<file path="src/rtl/tcw_pkg.sv">
// ----------------------------------------------------------------------------
// tcw_pkg
// Types and constants shared by the text console writer modules.
// ----------------------------------------------------------------------------
package tcw_pkg;

    typedef enum logic [2:0] {
        CMD_PUT       = 3'd0,
        CMD_BACKSPACE = 3'd1,
        CMD_CLEAR     = 3'd2,
        CMD_SET_POS   = 3'd3,
        CMD_READ      = 3'd4
    } cmd_code_t;

    typedef enum logic [2:0] {
        ST_INIT,
        ST_IDLE,
        ST_READ,
        ST_SCROLL,
        ST_FILL,
        ST_DONE
    } state_t;

    localparam logic [7:0] BLANK_CHAR       = 8'h20;
    localparam logic [7:0] NEWLINE_CHAR     = 8'h0A;
    localparam logic [7:0] RESET_COLOR      = 8'h0F;
    localparam logic [7:0] TEXT_COLOR_RESET = 8'h0F;

    localparam int POS_W  = 11;
    localparam int COL_OW = 7;
    localparam int ROW_OW = 5;

    typedef struct packed {
        logic [2:0]  command;
        logic [7:0]  char_code;
        logic        use_own_color;
        logic [7:0]  own_color;
        logic [6:0]  new_column;
        logic [4:0]  new_row;
        logic [10:0] cell_index;
    } cmd_t;

    typedef struct packed {
        logic [10:0] cursor_position;
        logic [6:0]  cursor_column;
        logic [4:0]  cursor_row;
        logic        echo_valid;
        logic [7:0]  echo_char;
        logic [15:0] read_data;
    } rsp_t;

endpackage

</file>
<file path="src/rtl/tcw_ctrl.sv">
// ----------------------------------------------------------------------------
// tcw_ctrl
// Command sequencer: cursor state, one sweep address counter that drives the
// reset sweep, clearing, scrolling and fills, and the result fields of each command.
// ----------------------------------------------------------------------------
module tcw_ctrl #(
    parameter int COLUMNS = 80,
    parameter int ROWS    = 25
) (
    input  logic                                   clk,
    input  logic                                   rst_n,
    input  logic                                   cfg_wr_en,
    input  logic [7:0]                             cfg_wr_data,
    input  logic                                   cmd_valid,
    output logic                                   cmd_ready,
    input  tcw_pkg::cmd_t                          cmd_data,
    output logic                                   res_valid,
    input  logic                                   res_ready,
    output tcw_pkg::rsp_t                          res_data,
    output logic                                   wr_en,
    output logic [$clog2(COLUMNS*ROWS)-1:0]        wr_addr,
    output logic [15:0]                            wr_data,
    output logic                                   rd_en,
    output logic [$clog2(COLUMNS*ROWS)-1:0]        rd_addr,
    input  logic [15:0]                            rd_data
);
    import tcw_pkg::*;

    localparam int CELLS      = COLUMNS * ROWS;
    localparam int SCROLL_CNT = COLUMNS * (ROWS - 1);
    localparam int CELL_AW    = $clog2(CELLS);
    localparam int COL_W      = $clog2(COLUMNS);
    localparam int ROW_W      = $clog2(ROWS);

    localparam logic [CELL_AW-1:0] LAST_CELL  = CELL_AW'(CELLS - 1);
    localparam logic [CELL_AW-1:0] LAST_COPY  = CELL_AW'(SCROLL_CNT - 1);
    localparam logic [CELL_AW-1:0] FILL_START = CELL_AW'(SCROLL_CNT);
    localparam logic [CELL_AW-1:0] ROW_STEP   = CELL_AW'(COLUMNS);
    localparam logic [COL_W-1:0]   LAST_COL   = COL_W'(COLUMNS - 1);
    localparam logic [ROW_W-1:0]   LAST_ROW   = ROW_W'(ROWS - 1);

    state_t               state_reg, state_next;
    logic [CELL_AW-1:0]   sweep_reg, sweep_next;
    logic [COL_W-1:0]     col_reg, col_next;
    logic [ROW_W-1:0]     row_reg, row_next;
    logic [7:0]           fill_color_reg, fill_color_next;
    logic [7:0]           text_color_reg;
    logic                 copy_pend_reg, copy_pend_next;
    logic [CELL_AW-1:0]   copy_addr_reg, copy_addr_next;
    logic                 echo_valid_reg, echo_valid_next;
    logic [7:0]           echo_char_reg, echo_char_next;
    logic [15:0]          read_data_reg, read_data_next;

    logic [CELL_AW-1:0]        cur_addr;
    logic [7:0]                color;
    logic [CELL_AW+POS_W-1:0]  pos_ext;
    logic [COL_W+COL_OW-1:0]   col_ext;
    logic [ROW_W+ROW_OW-1:0]   row_ext;

    assign cur_addr = CELL_AW'(32'(row_reg) * COLUMNS + 32'(col_reg));
    assign color    = cmd_data.use_own_color ? cmd_data.own_color : text_color_reg;
    assign pos_ext  = (CELL_AW + POS_W)'(cur_addr);
    assign col_ext  = (COL_W + COL_OW)'(col_reg);
    assign row_ext  = (ROW_W + ROW_OW)'(row_reg);

    always_comb
    begin
        res_data.cursor_position = pos_ext[POS_W-1:0];
        res_data.cursor_column   = col_ext[COL_OW-1:0];
        res_data.cursor_row      = row_ext[ROW_OW-1:0];
        res_data.echo_valid      = echo_valid_reg;
        res_data.echo_char       = echo_char_reg;
        res_data.read_data       = read_data_reg;
    end

    always_ff @(posedge clk or negedge rst_n)
    begin
        if (!rst_n)
        begin
            state_reg      <= ST_INIT;
            sweep_reg      <= '0;
            col_reg        <= '0;
            row_reg        <= '0;
            text_color_reg <= TEXT_COLOR_RESET;
            copy_pend_reg  <= 1'b0;
        end
        else
        begin
            state_reg     <= state_next;
            sweep_reg     <= sweep_next;
            col_reg       <= col_next;
            row_reg       <= row_next;
            copy_pend_reg <= copy_pend_next;
            if (cfg_wr_en)
            begin
                text_color_reg <= cfg_wr_data;
            end
        end
    end

    always_ff @(posedge clk)
    begin
        fill_color_reg <= fill_color_next;
        copy_addr_reg  <= copy_addr_next;
        echo_valid_reg <= echo_valid_next;
        echo_char_reg  <= echo_char_next;
        read_data_reg  <= read_data_next;
    end

    always_comb
    begin
        state_next      = state_reg;
        sweep_next      = sweep_reg;
        col_next        = col_reg;
        row_next        = row_reg;
        fill_color_next = fill_color_reg;
        copy_pend_next  = 1'b0;
        copy_addr_next  = copy_addr_reg;
        echo_valid_next = echo_valid_reg;
        echo_char_next  = echo_char_reg;
        read_data_next  = read_data_reg;
        cmd_ready       = 1'b0;
        res_valid       = 1'b0;
        rd_en           = 1'b0;
        rd_addr         = sweep_reg + ROW_STEP;

        // A cell copied during a scroll is written in the cycle after its read.
        wr_en   = copy_pend_reg;
        wr_addr = copy_addr_reg;
        wr_data = rd_data;

        unique case (state_reg)
            ST_INIT:
            begin
                wr_en   = 1'b1;
                wr_addr = sweep_reg;
                wr_data = {RESET_COLOR, BLANK_CHAR};
                if (sweep_reg == LAST_CELL)
                begin
                    sweep_next = '0;
                    state_next = ST_IDLE;
                end
                else
                begin
                    sweep_next = sweep_reg + CELL_AW'(1);
                end
            end

            ST_IDLE:
            begin
                cmd_ready = 1'b1;
                if (cmd_valid)
                begin
                    echo_valid_next = 1'b0;
                    echo_char_next  = '0;
                    read_data_next  = '0;
                    state_next      = ST_DONE;
                    unique case (cmd_data.command)
                        CMD_PUT:
                        begin
                            echo_valid_next = 1'b1;
                            echo_char_next  = cmd_data.char_code;
                            if (cmd_data.char_code != NEWLINE_CHAR)
                            begin
                                wr_en   = 1'b1;
                                wr_addr = cur_addr;
                                wr_data = {color, cmd_data.char_code};
                            end
                            if (cmd_data.char_code == NEWLINE_CHAR || col_reg == LAST_COL)
                            begin
                                col_next = '0;
                                if (row_reg == LAST_ROW)
                                begin
                                    sweep_next      = '0;
                                    fill_color_next = color;
                                    state_next      = ST_SCROLL;
                                end
                                else
                                begin
                                    row_next = row_reg + ROW_W'(1);
                                end
                            end
                            else
                            begin
                                col_next = col_reg + COL_W'(1);
                            end
                        end

                        CMD_BACKSPACE:
                        begin
                            echo_valid_next = 1'b1;
                            echo_char_next  = BLANK_CHAR;
                            wr_en           = 1'b1;
                            wr_data         = {text_color_reg, BLANK_CHAR};
                            if (col_reg != '0)
                            begin
                                col_next = col_reg - COL_W'(1);
                                wr_addr  = cur_addr - CELL_AW'(1);
                            end
                            else
                            begin
                                wr_addr = cur_addr;
                            end
                        end

                        CMD_CLEAR:
                        begin
                            col_next        = '0;
                            row_next        = '0;
                            sweep_next      = '0;
                            fill_color_next = text_color_reg;
                            state_next      = ST_FILL;
                        end

                        CMD_SET_POS:
                        begin
                            col_next = (32'(cmd_data.new_column) < COLUMNS)
                                     ? COL_W'(cmd_data.new_column) : LAST_COL;
                            row_next = (32'(cmd_data.new_row) < ROWS)
                                     ? ROW_W'(cmd_data.new_row) : LAST_ROW;
                        end

                        CMD_READ:
                        begin
                            if (32'(cmd_data.cell_index) < CELLS)
                            begin
                                rd_en      = 1'b1;
                                rd_addr    = CELL_AW'(cmd_data.cell_index);
                                state_next = ST_READ;
                            end
                        end

                        default:
                        begin
                        end
                    endcase
                end
            end

            ST_READ:
            begin
                read_data_next = rd_data;
                state_next     = ST_DONE;
            end

            ST_SCROLL:
            begin
                rd_en          = 1'b1;
                copy_pend_next = 1'b1;
                copy_addr_next = sweep_reg;
                if (sweep_reg == LAST_COPY)
                begin
                    sweep_next = FILL_START;
                    state_next = ST_FILL;
                end
                else
                begin
                    sweep_next = sweep_reg + CELL_AW'(1);
                end
            end

            ST_FILL:
            begin
                // The last copy of a scroll owns the write port for one cycle.
                if (!copy_pend_reg)
                begin
                    wr_en   = 1'b1;
                    wr_addr = sweep_reg;
                    wr_data = {fill_color_reg, BLANK_CHAR};
                    if (sweep_reg == LAST_CELL)
                    begin
                        state_next = ST_DONE;
                    end
                    else
                    begin
                        sweep_next = sweep_reg + CELL_AW'(1);
                    end
                end
            end

            ST_DONE:
            begin
                res_valid = 1'b1;
                if (res_ready)
                begin
                    state_next = ST_IDLE;
                end
            end

            default:
            begin
                state_next = ST_IDLE;
            end
        endcase
    end
endmodule

</file>
<file path="config.mk">
export PLATFORM = sky130hd
export DESIGN_NAME = tcw_ctrl
export DESIGN_NICKNAME = d
export VERILOG_FILES = /design/src/rtl/tcw_pkg.sv /design/src/rtl/tcw_ctrl.sv
export SDC_FILE = /design/constraint.sdc
export NUM_CORES = 1
export LEC_CHECK = 0
export BUFFER_PORTS_ARGS = -buffer_cell sky130_fd_sc_hd__buf_2
export CELL_PAD_IN_SITES_DETAIL_PLACEMENT = 0
export CELL_PAD_IN_SITES_GLOBAL_PLACEMENT = 1
export CORE_AREA = 4 4 120 122
export CTS_CLUSTER_DIAMETER = 60
export DETAILED_ROUTE_END_ITERATION = 10
export DIE_AREA = 0 0 124 126
export PLACE_DENSITY_LB_ADDON = 0.1
export SLEW_MARGIN = 10
export SYNTH_ARGS = -nofsm -noshare
export SYNTH_HDL_FRONTEND = slang
export SYNTH_SLANG_ARGS = --single-unit
</file>
<file path="constraint.sdc">
create_clock -name clk -period 5.1 [get_ports clk]
set_input_delay 1.02 -clock clk [delete_from_list [all_inputs] [get_ports clk]]
set_output_delay 1.02 -clock clk [all_outputs]
set_load 0.1 [all_outputs]
</file>
==> metrics.txt <==
outcome finished, final reports clean; most common cell after layout, fill and taps aside buf_2; CTS max path bufs 2; synthesized flop and latch total 79; layout net count 834; placed wire-length estimate 13500 um; largest family of logic cells by synthesized area compound AO/OA/AOI/OAI gates; net count after synthesis 694; initial core utilization 0.426; CTS tree built; setup_tns 0 ns; max frequency 206 MHz; Synth area leaders edfxtp_1 (24%), dfrtp_1 (14%), o21ai_0 (5.0%), mux2_2 (4.2%), a21oi_1 (3.9%); core area 0.0132 mm^2; H-tree levels 3; Mapped Cells 604; Area Growth Syn to Fin 22.5%; top-area cell type share of the netlist area 0.235; dpl cells 909; Post-Synth Simple-Gate Area 0.199; synthesized-area fraction occupied by adder cells 0.0428; DR iter-0 viols 448; worst endpoint data arrival time 3.84 ns; CP Launch Type flip-flop; Die Height 126 um; fin. max-slew vios 0; Reg clk slew, reported paths 0.06 ns; Fin. Hold Viols 0; worst skew pair latency 0.35 ns; CP endpoint kind output port; period utilization 0.953; vias per cell 5.81; CTS Sinks 79; fraction of registers with async set/reset 0.443; number of global-route vias before repair 5280; Rel. slew slack 0.387; sequential area share after synthesis 0.392; Synth Area in Compound Gates 0.239; Root Buffer Master clkbuf_16; number of routed nets with antenna violations 0; XOR/XNOR share of the synthesized area 0.0274; Setup CP Type flip-flop to output port; Wirelength per Cell 19.3 um; share of cells above drive strength 1 0.328; Finished Layout Cells 925; gr usage total 0.229; number of flip-flops in the largest register 16; row count 42; CTS Buf Count 9; Synth Flop Type edfxtp_1; Ant. Diodes 0; # setup viols final 0; die width 124 um; dominant cell type by area after synthesis edfxtp_1; CP max FO 7; final hold slack 0.544 ns; Fin Clk Skew 0.00690 ns; number of synthesized flops with an enable pin 44; DR vias 5373; Gates resized, CTS repair 0; Routability Congestion 0.868; Hold WC Path Type flip-flop to flip-flop; WL final 17900 um; Mapped Area 0.00562 mm^2; first-pass iteration count of the detailed router 5; die footprint 0.0156 mm^2; Final Critical Period 4.86 ns; most frequent cells in the layout buf_2 (161), o21ai_0 (49), nor2_1 (45), a21oi_1 (44), edfxtp_1 (44); syn avg cell area 9.30 um^2; mux share of post-synthesis cell area 0.0456; Max Cap Viol 0; I/O Pins 162; synth unique cells 81; Crit path required time 4.08 ns; total gr overflow 0; Syn. warnings 0; reg2reg setup slack 2.34 ns; initial antenna violation count 0; # hold bufs at CTS 0; pin count of the biggest net entering global routing 36; RSZ-0062 raised after global routing false; first-pass GRT wire length 28000 um; Port-buffer cells 161; post-layout util 0.522; DRC Markers 0; worst-margin pin slew 0.920 ns; FILL cells 1288; post-CTS setup buffer count 0
==> final cells by class <==
class | instances | area, um^2 | area share
multi-input cells | 461 | 3200 | 0.466
flip-flops and latches | 79 | 2210 | 0.321
repair buffers | 169 | 866 | 0.126
clock buffers | 13 | 250 | 0.0364
well taps | 176 | 220 | 0.0320
inverters | 24 | 90.1 | 0.0131
clock inverters | 3 | 43.8 | 0.00636
==> kinds of logic (layout without fill, tap and decap cells) <==
family / count (synthesis) / in the layout
simple gates: 203 / 203
flops: 79 / 79
compound gates: 201 / 201
mux: 23 / 23
buf+inv: 64 / 209
xor+xnor: 16 / 16
fa+ha+maj: 18 / 18
==> through the flow <==
step	instance area, um^2	setup slack, ns
2_1_floorplan	5720	-0.302
3_3_place_gp	6590	0.656
3_5_place_dp	6590	0.554
4_1_cts	6880	0.216
5_1_grt	6880	0.0530
6_report	6880	0.241
==> synthesized netlist by cell type, types with 4 or more instances <==
library cell and instances:
a22o_1 10, xor2_1 8, clkbuf_1 18, nor3_1 15
buf_6 4, and2_1 24, nor2_1 45, o22ai_1 5
a211oi_1 4, or2_2 5, a22oi_1 12, inv_1 24
xnor2_1 7, buf_2 11, a21oi_1 44, nand4_1 8
nor2b_1 6, ha_1 16, and3_1 4, edfxtp_1 44
a32oi_1 7, nand3_1 19, o21ai_0 56, a221o_1 4
nand2_1 39, dfstp_2 4, o21a_1 6, o221ai_1 4
dfrtp_1 31, or3_1 4, a31oi_1 8, buf_4 6
nand2b_1 6, mux2_2 21, o31ai_1 6
==> metal layers <==
metal  part of all wire  up-vias  track usage
met5                  0        -            0
met4              0.018        0       0.0793
met3              0.074       24       0.0390
met2               0.46      235        0.358
met1               0.45     2557        0.321
li1                   -     2557            -
==> worst max-delay path, cell delays in order, from the launching register on <==
cell	delay (ns)
dfrtp_2	0.46
ha_1	0.32
ha_1	0.23
fa_1	0.39
xor2_1	0.55
nand4_1	0.22
xnor3_2	0.43
nand4_1	0.11
nand3_1	0.12
a31oi_4	0.22
buf_2	0.45
==> final timing paths <==
| kind | from | cells past startpoint | endpoint |
|---|---|---|---|
| max in group asynchronous | rst_n | 1 | row_reg[2] |
| min | text_color_reg[6] | 1 | text_color_reg[6] |
| max reg2reg | state_reg[2] | 8 | fill_color_reg[7] |
| max | row_reg[1] | 10 | wr_addr[10] |
| min reg2reg | text_color_reg[6] | 1 | text_color_reg[6] |
| min in group asynchronous | rst_n | 1 | col_reg[2] |
Power is not shown: default switching activity piles up to over one toggle a cycle in this logic, so the estimate is an artifact.
